File: src/rtl/rgb_to_yuv420_block_unit_assert.svh
// Assertion macros for the RGB to YUV 4:2:0 block unit.
// Depends on nothing; included inside module bodies.
`ifndef RGB_TO_YUV420_BLOCK_UNIT_ASSERT_SVH
`define RGB_TO_YUV420_BLOCK_UNIT_ASSERT_SVH

// Same-cycle implication, disabled during reset.
`define RYUV_ASSERT_NOW(label, clk, rst, ante, cons) \
  label: assert property (@(posedge clk) disable iff (rst) (ante) |-> (cons)) \
    else $error("ryuv assertion failed");

// Next-cycle implication, disabled during reset.
`define RYUV_ASSERT_NEXT(label, clk, rst, ante, cons) \
  label: assert property (@(posedge clk) disable iff (rst) (ante) |=> (cons)) \
    else $error("ryuv assertion failed");

`endif

File: src/rtl/ryuv_pkg.sv
// Types and coefficients for the RGB to YUV 4:2:0 block unit.
// No dependencies.
package ryuv_pkg;

  typedef logic [23:0] pixel_t;
  typedef logic [7:0]  sample_t;

  typedef struct packed {
    pixel_t pixel_top_left;
    pixel_t pixel_top_right;
    pixel_t pixel_bottom_left;
    pixel_t pixel_bottom_right;
    logic   has_right;
    logic   has_below;
  } in_item_t;

  typedef struct packed {
    sample_t luma_top_left;
    sample_t luma_top_right;
    sample_t luma_bottom_left;
    sample_t luma_bottom_right;
    sample_t chroma_u;
    sample_t chroma_v;
  } out_item_t;

  // BT.601 limited-range coefficients, scaled by 256
  localparam logic [15:0] Y_R = 16'd66;
  localparam logic [15:0] Y_G = 16'd129;
  localparam logic [15:0] Y_B = 16'd25;
  localparam logic [15:0] RND = 16'd128;
  localparam logic [7:0]  Y_OFS = 8'd16;

  // chroma magnitudes; signs are applied in the datapath
  localparam logic [15:0] U_R = 16'd38;
  localparam logic [15:0] U_G = 16'd74;
  localparam logic [15:0] U_B = 16'd112;
  localparam logic [15:0] V_R = 16'd112;
  localparam logic [15:0] V_G = 16'd94;
  localparam logic [15:0] V_B = 16'd18;
  // rounding plus 128 offset in the upper byte keeps the sum positive
  localparam logic [15:0] C_BIAS = 16'd32896;

  localparam logic ORDER_RGBA = 1'b0;
  localparam logic ORDER_BGRA = 1'b1;

endpackage

File: src/rtl/ryuv_if.sv
// Valid/ready channel interface used by the RGB to YUV 4:2:0 block unit.
// Payload type comes in as a type parameter (see ryuv_pkg).
interface ryuv_if #(
  parameter type payload_t = logic
) ();
  logic     valid;
  logic     ready;
  payload_t data;

  modport source(output valid, output data, input ready);
  modport sink(input valid, input data, output ready);
endinterface

File: src/rtl/rgb_to_yuv420_block_unit.sv
// RGB to YUV 4:2:0 block unit: one 2x2 pixel block in, four lumas and one U/V out.
// Each accepted block is registered in s1, then its result in res, which drives yuv.
// Throughput: one block per cycle unless yuv.ready stalls; all math is constant-coefficient
// shift-add logic between the two registers.
// Reset (rst, synchronous): empties both stages and sets source_order to RGBA.
// Depends on ryuv_pkg, ryuv_if and rgb_to_yuv420_block_unit_assert.svh.
module rgb_to_yuv420_block_unit (
  input  logic  clk,
  input  logic  rst,
  input  logic  cfg_write,
  input  logic  cfg_data,
  ryuv_if.sink   pixels,
  ryuv_if.source yuv
);
  import ryuv_pkg::*;

  `include "rgb_to_yuv420_block_unit_assert.svh"

  function automatic sample_t luma_of(input sample_t r, input sample_t g, input sample_t b);
    logic [15:0] acc;
    acc = 16'(r) * Y_R + 16'(g) * Y_G + 16'(b) * Y_B + RND;
    return acc[15:8] + Y_OFS;
  endfunction

  function automatic sample_t red_of(input pixel_t px, input logic order);
    return (order == ORDER_BGRA) ? px[23:16] : px[7:0];
  endfunction

  function automatic sample_t blue_of(input pixel_t px, input logic order);
    return (order == ORDER_BGRA) ? px[7:0] : px[23:16];
  endfunction

  logic      source_order;
  logic      s1_valid;
  in_item_t  s1;
  logic      res_valid;
  out_item_t res;
  out_item_t res_next;

  logic adv_in;
  logic adv_out;

  // handshake: each stage advances when the one after it has room
  assign adv_out      = !res_valid || yuv.ready;
  assign adv_in       = !s1_valid || adv_out;
  assign pixels.ready = adv_in;
  assign yuv.valid    = res_valid;
  assign yuv.data     = res;

  // datapath between input register and result register
  logic                pr, pb, pbr;
  sample_t [3:0]       r, g, b;
  pixel_t  [3:0]       px;
  logic    [9:0]       sr, sg, sb;
  logic    [1:0]       shift;
  logic    [9:0]       mr_w, mg_w, mb_w;
  sample_t             mr, mg, mb;
  logic    [15:0]      xu, xv;

  assign pr  = s1.has_right;
  assign pb  = s1.has_below;
  assign pbr = pr && pb;
  assign px  = {s1.pixel_bottom_right, s1.pixel_bottom_left,
                s1.pixel_top_right, s1.pixel_top_left};

  always_comb begin
    for (int i = 0; i < 4; i++) begin
      r[i] = red_of(px[i], source_order);
      g[i] = px[i][15:8];
      b[i] = blue_of(px[i], source_order);
    end
  end

  // absent pixels drop out of the sums
  assign sr = 10'(r[0]) + (pr ? 10'(r[1]) : 10'd0) + (pb ? 10'(r[2]) : 10'd0)
            + (pbr ? 10'(r[3]) : 10'd0);
  assign sg = 10'(g[0]) + (pr ? 10'(g[1]) : 10'd0) + (pb ? 10'(g[2]) : 10'd0)
            + (pbr ? 10'(g[3]) : 10'd0);
  assign sb = 10'(b[0]) + (pr ? 10'(b[1]) : 10'd0) + (pb ? 10'(b[2]) : 10'd0)
            + (pbr ? 10'(b[3]) : 10'd0);

  // count is 1, 2 or 4, so the mean is a shift by 0, 1 or 2
  assign shift = {1'b0, pr} + {1'b0, pb};
  assign mr_w  = sr >> shift;
  assign mg_w  = sg >> shift;
  assign mb_w  = sb >> shift;
  assign mr    = mr_w[7:0];
  assign mg    = mg_w[7:0];
  assign mb    = mb_w[7:0];

  // the result never leaves 16 bits, so wraparound in the middle is harmless
  assign xu = 16'(mb) * U_B + C_BIAS - 16'(mr) * U_R - 16'(mg) * U_G;
  assign xv = 16'(mr) * V_R + C_BIAS - 16'(mg) * V_G - 16'(mb) * V_B;

  always_comb begin
    res_next.luma_top_left     = luma_of(r[0], g[0], b[0]);
    res_next.luma_top_right    = pr  ? luma_of(r[1], g[1], b[1]) : '0;
    res_next.luma_bottom_left  = pb  ? luma_of(r[2], g[2], b[2]) : '0;
    res_next.luma_bottom_right = pbr ? luma_of(r[3], g[3], b[3]) : '0;
    res_next.chroma_u          = xu[15:8];
    res_next.chroma_v          = xv[15:8];
  end

  always_ff @(posedge clk) begin
    if (rst) begin
      source_order <= ORDER_RGBA;
      s1_valid     <= 1'b0;
      res_valid    <= 1'b0;
    end else begin
      if (cfg_write) begin
        source_order <= cfg_data;
      end
      if (adv_in) begin
        s1_valid <= pixels.valid;
      end
      if (adv_out) begin
        res_valid <= s1_valid;
      end
    end
  end

  // payload registers: load on advance, hold otherwise
  always_ff @(posedge clk) begin
    if (adv_in && pixels.valid) begin
      s1 <= pixels.data;
    end
    if (adv_out && s1_valid) begin
      res <= res_next;
    end
  end

  `RYUV_ASSERT_NEXT(a_stage_moves, clk, rst, s1_valid && adv_out, res_valid)
  `RYUV_ASSERT_NOW(a_full_stall_blocks_input, clk, rst,
                   s1_valid && res_valid && !yuv.ready, !pixels.ready)
  `RYUV_ASSERT_NOW(a_result_range, clk, rst, res_valid,
                   res.luma_top_left >= 8'd16 && res.luma_top_left <= 8'd235 &&
                   res.chroma_u >= 8'd16 && res.chroma_u <= 8'd240 &&
                   res.chroma_v >= 8'd16 && res.chroma_v <= 8'd240)

endmodule

File: src/flat_wrapper.sv
// flat-port wrapper written by rule: the top's interface ports become plain ports
module rgb_to_yuv420_block_unit_flat import ryuv_pkg::*;
  (clk, rst, cfg_write, cfg_data, pixels_valid, pixels_data, pixels_ready, yuv_valid, yuv_data, yuv_ready);
  ryuv_if #(.payload_t(in_item_t)) pixels_i ();
  ryuv_if #(.payload_t(out_item_t)) yuv_i ();
  input  logic clk;
  input  logic rst;
  input  logic cfg_write;
  input  logic cfg_data;
  input wire logic [$bits(pixels_i.valid)-1:0] pixels_valid;
  input wire logic [$bits(pixels_i.data)-1:0] pixels_data;
  output wire logic [$bits(pixels_i.ready)-1:0] pixels_ready;
  output wire logic [$bits(yuv_i.valid)-1:0] yuv_valid;
  output wire logic [$bits(yuv_i.data)-1:0] yuv_data;
  input wire logic [$bits(yuv_i.ready)-1:0] yuv_ready;
  assign pixels_i.valid = pixels_valid;
  assign pixels_i.data = pixels_data;
  assign pixels_ready = pixels_i.ready;
  assign yuv_valid = yuv_i.valid;
  assign yuv_data = yuv_i.data;
  assign yuv_i.ready = yuv_ready;
  rgb_to_yuv420_block_unit u_core (.clk(clk), .rst(rst), .cfg_write(cfg_write), .cfg_data(cfg_data), .pixels(pixels_i), .yuv(yuv_i));
endmodule
File: config.mk
export PLATFORM = sky130hd
export DESIGN_NAME = rgb_to_yuv420_block_unit_flat
export DESIGN_NICKNAME = d
export VERILOG_FILES = /design/src/rtl/ryuv_pkg.sv /design/src/rtl/ryuv_if.sv /design/src/rtl/rgb_to_yuv420_block_unit.sv /design/src/flat_wrapper.sv
export VERILOG_INCLUDE_DIRS = /design/src /design/src/rtl
export SDC_FILE = /design/constraint.sdc
export NUM_CORES = 1
export LEC_CHECK = 0
export BUFFER_PORTS_ARGS = -buffer_cell sky130_fd_sc_hd__buf_2
export CORE_ASPECT_RATIO = 0.6
export CORE_MARGIN = 2
export CORE_UTILIZATION = 30
export DETAILED_ROUTE_END_ITERATION = 16
export GPL_TIMING_DRIVEN = 0
export PLACE_DENSITY = 0.47
export SLEW_MARGIN = 20
export SYNTH_ARGS = -nofsm -noshare
export SYNTH_HDL_FRONTEND = slang
export SYNTH_SLANG_ARGS = --single-unit
File: constraint.sdc
create_clock -name clk -period 17.1 [get_ports clk]
set_input_delay 3.42 -clock clk [delete_from_list [all_inputs] [get_ports clk]]
set_output_delay 3.42 -clock clk [all_outputs]
set_load 0.01 [all_outputs]
# Yosys cells after proc, flatten, opt, wreduce, memory -nomap -nowiden
# Cells that the tools add are included.
# op_classes
multipliers,18
reduce_logical,7
n_addsub,32
mux,17
n_shift,3
# ops
cell,count
8-bit 2-to-1 mux,17
"8-bit by 6-bit multiplier with 14-bit output, second input constant",6
"8-bit by 5-bit multiplier with 13-bit output, second input constant",5
15-bit by 16-bit adder with 16-bit output,4
16-bit by 13-bit adder with 16-bit output,4
"16-bit by 8-bit adder with 16-bit output, second input constant",4
"8-bit by 8-bit multiplier with 16-bit output, second input constant",4
10-bit adder,6
"15-bit by 16-bit adder with 16-bit output, second input constant",2
"8-bit by 5-bit adder with 8-bit output, second input constant",4
16-bit by 15-bit subtractor with 16-bit output,2
8-bit by 10-bit adder with 10-bit output,3
10-bit by 2-bit >> shifter with 8-bit output,3
"8-bit by 3-bit multiplier with 11-bit output, second input constant",2
16-bit by 13-bit subtractor with 16-bit output,1
16-bit by 14-bit subtractor with 16-bit output,1
"8-bit by 4-bit multiplier with 12-bit output, second input constant",1
1-bit logical AND,3
1-bit by 1-bit adder with 2-bit output,1
1-bit logical NOT,2
1-bit logical OR,2
# word_totals
out_inout_bits,50
reg_bits,149
input_bits,104

# Depth between registers and ports, before layout
# Gate-level depths: netlist of run 1.
# logic_depth
depth_word,10
depth_mapped,40

# Worst setup path before layout of run 1
# Ideal clock, no wire load.
# synth_path
path_type,register -> register
startpoint,reg u_core.s1 (netlist bit u_core.pr)
endpoint,"reg u_core.res (netlist bit u_core.yuv.data[7]), data pin"
path_stages_with_launch,39
synth_period_minus_slack_ns,9.719
arrival_ns,9.460
path_slack_ns,7.381
cell_sequence,edfxtp_1 -> ha_1 -> buf_1 -> clkbuf_1 -> buf_1 -> clkbuf_1 -> nand2_1 -> fa_1 -> inv_1 -> fa_1 -> ha_1 -> fa_1 -> a211oi_1 -> o21bai_1 -> a21oi_1 -> xnor2_1 -> o21ai_1 -> a221oi_1 -> (+3 left out) -> fa_1 -> inv_1 -> ha_1 -> a21oi_1 -> o21bai_1 -> a21oi_1 -> o21ai_0 -> xor2_1 -> fa_1 -> inv_1 -> ha_1 -> ha_1 -> o21ai_0 -> a21oi_1 -> o21ai_0 -> nand2b_1 -> a21oi_1 -> xnor2_1
# synth_rtl
element,line_no,source
start: declaration,rgb_to_yuv420_block_unit.sv:35,in_item_t s1;
start signal: assignment,rgb_to_yuv420_block_unit.sv:125,s1 <= pixels.data;
end signal: assignment,rgb_to_yuv420_block_unit.sv:128,res <= res_next;
end: declaration,rgb_to_yuv420_block_unit.sv:37,out_item_t res;

==> impl_metrics.tcl, run 1 <==
set metrics [dict create \
    status "finished clean" \
    portBuffers 153 \
    async_flop_share_pct 0 \
    ys_seq_elements 149 \
    fin_crit_sh_pct 69.2 \
    drive_above_1_share_pct 11.6 \
    clockBufferDepth 2 \
    routed_via_density 4.56 \
    gr-total-overflow 0 \
    io_pins 154 \
    layout_min_cycle_time_ps 11830 \
    tns_ps 0 \
    drc_errors 0 \
    row_count 76 \
    clkTransAtPathRegs_ps 80 \
    clk_latency_ps 500 \
    die_x_microns 350 \
    syn-cell-area_sq_um 21600 \
    post_cts_buffers 0 \
    skew_ps 21.1 \
    fmax_mhz 84.5 \
    regArea_sq_um 4440 \
    synth_xor_area_share_pct 5.31 \
    drt_wl_total_microns 59300 \
    dp.final_hpwl_microns 51200 \
    hold_viol 0 \
    hp-class "flip-flop to flip-flop" \
    synthAdderAreaFrac_pct 46.6 \
    cts_buffers 17 \
    vias 14800 \
    antenna_found_initial 2 \
    diodes 0 \
    grt_pass1_wl_microns 91500 \
    stdcell_count 3242 \
    hold_depth 2 \
    h-tree-depth 4 \
    dieArea_sq_um 74200 \
    finalSetupViolations 0 \
    place.gp.congestion 0.869 \
    cp-start-kind "flip-flop" \
    cts_tree "done" \
    worstPathMaxFanout 10 \
    n_fill_cell 7353 \
    post_cts_resized 0 \
    die_y_microns 212 \
    synth_simple_gate_area_share_pct 6.84 \
    drt-pass1-iter-count 5 \
    drtIter0Drc 785 \
    cts_sinks 149 \
    grt_max_degree 52 \
    layout.nets 3033 \
    synth_top_family_by_area "adder cells" \
    rsz0062_at_grt "false" \
    yosysSeqAreaShare_pct 20.6 \
    critical_path_class "flip-flop to flip-flop" \
    syn_to_final_growth_pct 12.2 \
    hold_end "u_core.yuv.valid$_SDFFE_PP0P_" \
    start_util_pct 30.2 \
    avgSynthCellArea_sq_um 10.4 \
    synth_cells 2079 \
    multi_input_area_sq_um 15300 \
    ys_warn_count 0 \
    worst-path-buf-inv 7 \
    grtUsageTotal_pct 16.8 \
    worst_path_max_delay_cell "clkbuf_1" \
    dpl_cell_area_sq_um 23700 \
    crit_family "adder cells" \
    hold_start "u_core.s1_valid$_SDFFE_PP0N_" \
    synthMuxAreaShare_pct 4.60 \
    reg2reg_depth 38 \
    placedCellCount 3210 \
    timing.rr.start "u_core.source_order$_SDFFE_PP0P_" \
    cp-end-kind "flip-flop" \
    final_cell_area_sq_um 24200 \
    required_ps 17350 \
    arrival_ps 12090 \
    synth_nets 2858 \
    relSlewSlack_pct 25.3 \
    cap_viol_max_count 0 \
    grt_pass1_vias 15400 \
    antenna_left 0 \
    ys.flop_type "edfxtp_1" \
    synth_compound_area_share_pct 7.64 \
    rrSetupSlack_ps 5270 \
    critPathMaxStageDelay_ps 890 \
    synth_edf_count 146 \
    routedWlPerCell_microns 18.3 \
    tightestPinTransition_ps 1120 \
    hold_buffers 0 \
    core_area_sq_um 71500 \
    final_max_slew_viol_count 0 \
    clockRootBuffer "clkbuf_16" \
    ys_types 65 \
    r2r-end "u_core.yuv.data[15]$_DFFE_PP_" \
]
tightest hold or removal path: stages, from the launching register on:
cell,delay (ps)
dfxtp_1,330
nor2_1,110
nor2_1,40
layer usage:
layer,vias to the layer above,part of all wire (%),GRT usage [%]
li1,7262,-,-
met1,7205,53,25.6
met2,258,39,23.0
met3,44,6.9,5.10
met4,2,1.4,3.52
met5,-,0.012,0
cells in the final DEF, fill, tap and decap left out, drive strengths merged, types with 57 or more instances in the layout:
cell / synthesis / layout
inv: 461 / 468
ha: 462 / 462
fa: 213 / 213
buf: 7 / 162
nor2: 68 / 68
mux2: 57 / 57
a21oi: 95 / 95
nand2: 68 / 68
xnor2: 90 / 90
edfxtp: 146 / 146
stage by stage:
stage / hold WS, ps / worst slack [ps] / util, %
after global routing: 581 / 4480 / 33.9
final: 525 / 5270 / 33.9
after CTS: 530 / 5220 / 33.9
after floorplan: 478 / 7380 / -
after global placement: 495 / 5270 / 33.0
after detailed placement: 514 / 5260 / 33.1
cell type report:
cell class | instances | area share (%)
buffer | 26 | 0.408
clock buffer | 18 | 1.77
clock inverter | 14 | 0.578
inverter | 461 | 7.14
multi-input combinational | 1443 | 63.3
sequential | 149 | 18.3
tap | 975 | 5.03
timing repair buffer | 156 | 3.44
synthesized netlist by cell type, types with 5 or more instances:
| cell | instances | area share, % |
|---|---|---|
| nor2_1 | 68 | 1.2 |
| and2_1 | 51 | 1.5 |
| nor3_1 | 11 | 0.25 |
| o211ai_1 | 5 | 0.17 |
| or3_1 | 11 | 0.32 |
| ha_1 | 462 | 27 |
| o21a_1 | 15 | 0.52 |
| clkbuf_1 | 19 | 0.33 |
| nand2_1 | 68 | 1.2 |
| a21oi_1 | 95 | 2.2 |
| and3_1 | 8 | 0.23 |
| buf_1 | 7 | 0.12 |
| fa_1 | 213 | 20 |
| nor4_1 | 5 | 0.14 |
| edfxtp_1 | 146 | 20 |
| xnor2_1 | 90 | 3.7 |
| o21ai_1 | 9 | 0.21 |
| nand4_1 | 5 | 0.14 |
| a21o_1 | 31 | 1.1 |
| inv_1 | 460 | 8.0 |
| o21bai_1 | 19 | 0.66 |
| o21ai_0 | 46 | 1.1 |
| xor2_1 | 41 | 1.7 |
| nand2b_1 | 12 | 0.35 |
| mux2_2 | 57 | 3.0 |
| a211oi_1 | 11 | 0.38 |
| mux2i_1 | 27 | 1.3 |
| nor2b_1 | 30 | 0.87 |
logic make-up (layout without fill, tap and decap cells):
kind of cell,after synthesis,after routing
multiplexers,88,88
AND/OR/NAND/NOR,288,288
AO/OA/AOI/OAI,260,260
XOR/XNOR,131,131
buffers and inverters,487,675
flip-flops,149,149
adder cells (fa/ha/maj),676,676
worst max-delay path by stage:
stage / startpoint / to / slack (ps) / depth (start not counted)
final: u_core.source_order$_SDFFE_PP0P_ / u_core.yuv.data[15]$_DFFE_PP_ / 5270 / 38
after global routing: u_core.source_order$_SDFFE_PP0P_ / u_core.yuv.data[15]$_DFFE_PP_ / 4480 / 38
after CTS: u_core.source_order$_SDFFE_PP0P_ / u_core.yuv.data[15]$_DFFE_PP_ / 5220 / 38
after detailed placement: u_core.source_order$_SDFFE_PP0P_ / u_core.yuv.data[15]$_DFFE_PP_ / 5260 / 38
after global placement: u_core.source_order$_SDFFE_PP0P_ / u_core.yuv.data[15]$_DFFE_PP_ / 5270 / 38
after floorplan: u_core.pr$_DFFE_PP_ / u_core.yuv.data[7]$_DFFE_PP_ / 7380 / 38
state kept, by name, indices dropped and copies added (netlist names):
register / count
u_core.g: 32
u_core.pb: 1
u_core.pr: 1
u_core.px: 64
u_core.s1_valid: 1
u_core.source_order: 1
u_core.yuv.data: 48
u_core.yuv.valid: 1
Power of run 1 is left out: the tool's default activity adds up to more than one toggle a clock period on the data nets, which glitch-free logic cannot reach.
==> run 2, diff against run 1 <==
==> constraint.sdc (replaced) <==
create_clock -name clk -period 11.6 [get_ports clk]
set_input_delay 2.32 -clock clk [delete_from_list [all_inputs] [get_ports clk]]
set_output_delay 2.32 -clock clk [all_outputs]
set_load 0.01 [all_outputs]
==> run 2 against run 1 <==
  * Hold slack hardly changed
  * Sequential share of layout area about the same
  * Sequential cell count did not move
  * Critical path depth grew 2
  * Die area unchanged
  * Cell count unchanged
  * Maximum frequency is 8.3% higher
  * Non-clock buffer count unchanged
  * Global-route usage is essentially flat
  * Design area up 0.11%
  * Setup slack worse by 4600 ps
==> impl_metrics.tcl, run 2 (synthesis results as in run 1) <==
set metrics [dict create \
    gr-total-overflow 0 \
    largest_reg_flops 64 \
    drc_errors 0 \
    cap_viol_max_count 0 \
    grt_pass1_wl_microns 91600 \
    crit_family "adder cells" \
    drive_above_1_share_pct 12.0 \
    hp-class "flip-flop to flip-flop" \
    vias 14700 \
    critPathMaxStageDelay_ps 580 \
    antenna_found_initial 2 \
    status "finished clean" \
    rrSetupSlack_ps 670 \
    post_cts_buffers 0 \
    clkTransAtPathRegs_ps 80 \
    hold_start "u_core.s1_valid$_SDFFE_PP0N_" \
    grt_max_degree 52 \
    critical_path_class "flip-flop to flip-flop" \
    post_cts_resized 3 \
    finalSetupViolations 0 \
    final_cell_mix "462 x ha_1, 460 x inv_1, 213 x fa_1" \
    layout_min_cycle_time_ps 10930 \
    drtIter0Drc 770 \
    core_area_sq_um 71500 \
    arrival_ps 11180 \
    cts_buffers 17 \
    worst_path_max_delay_cell "edfxtp_1" \
    dp.final_hpwl_microns 51200 \
    hold_viol 0 \
    die_y_microns 212 \
    fmax_mhz 91.5 \
    fin_crit_sh_pct 94.2 \
    routedWlPerCell_microns 18.3 \
    dieArea_sq_um 74200 \
    relSlewSlack_pct 28.4 \
    n_fill_cell 7349 \
    startpoint "u_core.pr$_DFFE_PP_" \
    drt-pass1-iter-count 4 \
    fin_ws_ps 672 \
    regArea_sq_um 4440 \
    cts_sinks 149 \
    worst-path-buf-inv 9 \
    tightestPinTransition_ps 1040 \
    final_common_cell "ha_1" \
    required_ps 11850 \
    cp-end-kind "flip-flop" \
    die_x_microns 350 \
    hold_buffers 0 \
    worstPathMaxFanout 10 \
    place_ws_ps -242 \
    cp-start-kind "flip-flop" \
    clockBufferDepth 2 \
    rsz0062_at_grt "false" \
    place.gp.congestion 0.869 \
    start_util_pct 30.2 \
    skew_ps 20.9 \
    clk_latency_ps 500 \
    io_pins 154 \
    cts_tree "done" \
    syn_to_final_growth_pct 12.4 \
    tns_ps 0 \
    multi_input_area_sq_um 15400 \
    clockRootBuffer "clkbuf_16" \
    antenna_left 0 \
    layout.nets 3033 \
    h-tree-depth 4 \
    portBuffers 153 \
    drt_wl_total_microns 59300 \
    grt_pass1_vias 15400 \
    timing.rr.start "u_core.pr$_DFFE_PP_" \
    utilization_pct 33.9 \
    row_count 76 \
    final_max_slew_viol_count 0 \
    diodes 0 \
    routed_via_density 4.54 \
    grtUsageTotal_pct 16.8 \
    worst_path_most_repeated_cell "ha_1" \
]
-- run 2: area by class of cell --
| class | instances | share of cell area [%] |
|---|---|---|
| multi-input combinational | 1443 | 63.3 |
| tap | 975 | 5.03 |
| inverter | 461 | 7.13 |
| timing repair buffer | 156 | 3.43 |
| clock inverter | 14 | 0.578 |
| sequential | 149 | 18.3 |
| buffer | 26 | 0.464 |
| clock buffer | 18 | 1.77 |
-- run 2: layer usage --
metal	global-route usage, %	vias to the layer above	part of all wire (%)
met5	0	-	0.012
met4	3.52	2	1.4
met3	5.10	44	6.6
met2	23.0	259	38
met1	25.6	7162	54
li1	-	7262	-
-- run 2: path summary, 6_finish.rpt --
path                                                       to  cells after the start
worst max-delay path            u_core.yuv.data[15]$_DFFE_PP_                     40
worst max register to register  u_core.yuv.data[15]$_DFFE_PP_                     40
worst min-delay path            u_core.yuv.valid$_SDFFE_PP0P_                      2
worst min register to register  u_core.yuv.valid$_SDFFE_PP0P_                      2
-- run 2: tightest hold or removal path, stage by stage, from the launching register on --
cell and delay [ps]:
dfxtp_1 330, nor2_1 110, nor2_1 40
-- run 2: per-stage QoR --
stage | instances | hold slack [ps] | instance area (sq um)
global route | 3242 | 581 | 24300
finish | 3242 | 525 | 24300
global placement | 3207 | 495 | 23600
CTS | 3242 | 530 | 24200
detailed placement | 3210 | 514 | 23700
floorplan | 2079 | 478 | 21600
Power of run 2 is left out for the same reason.
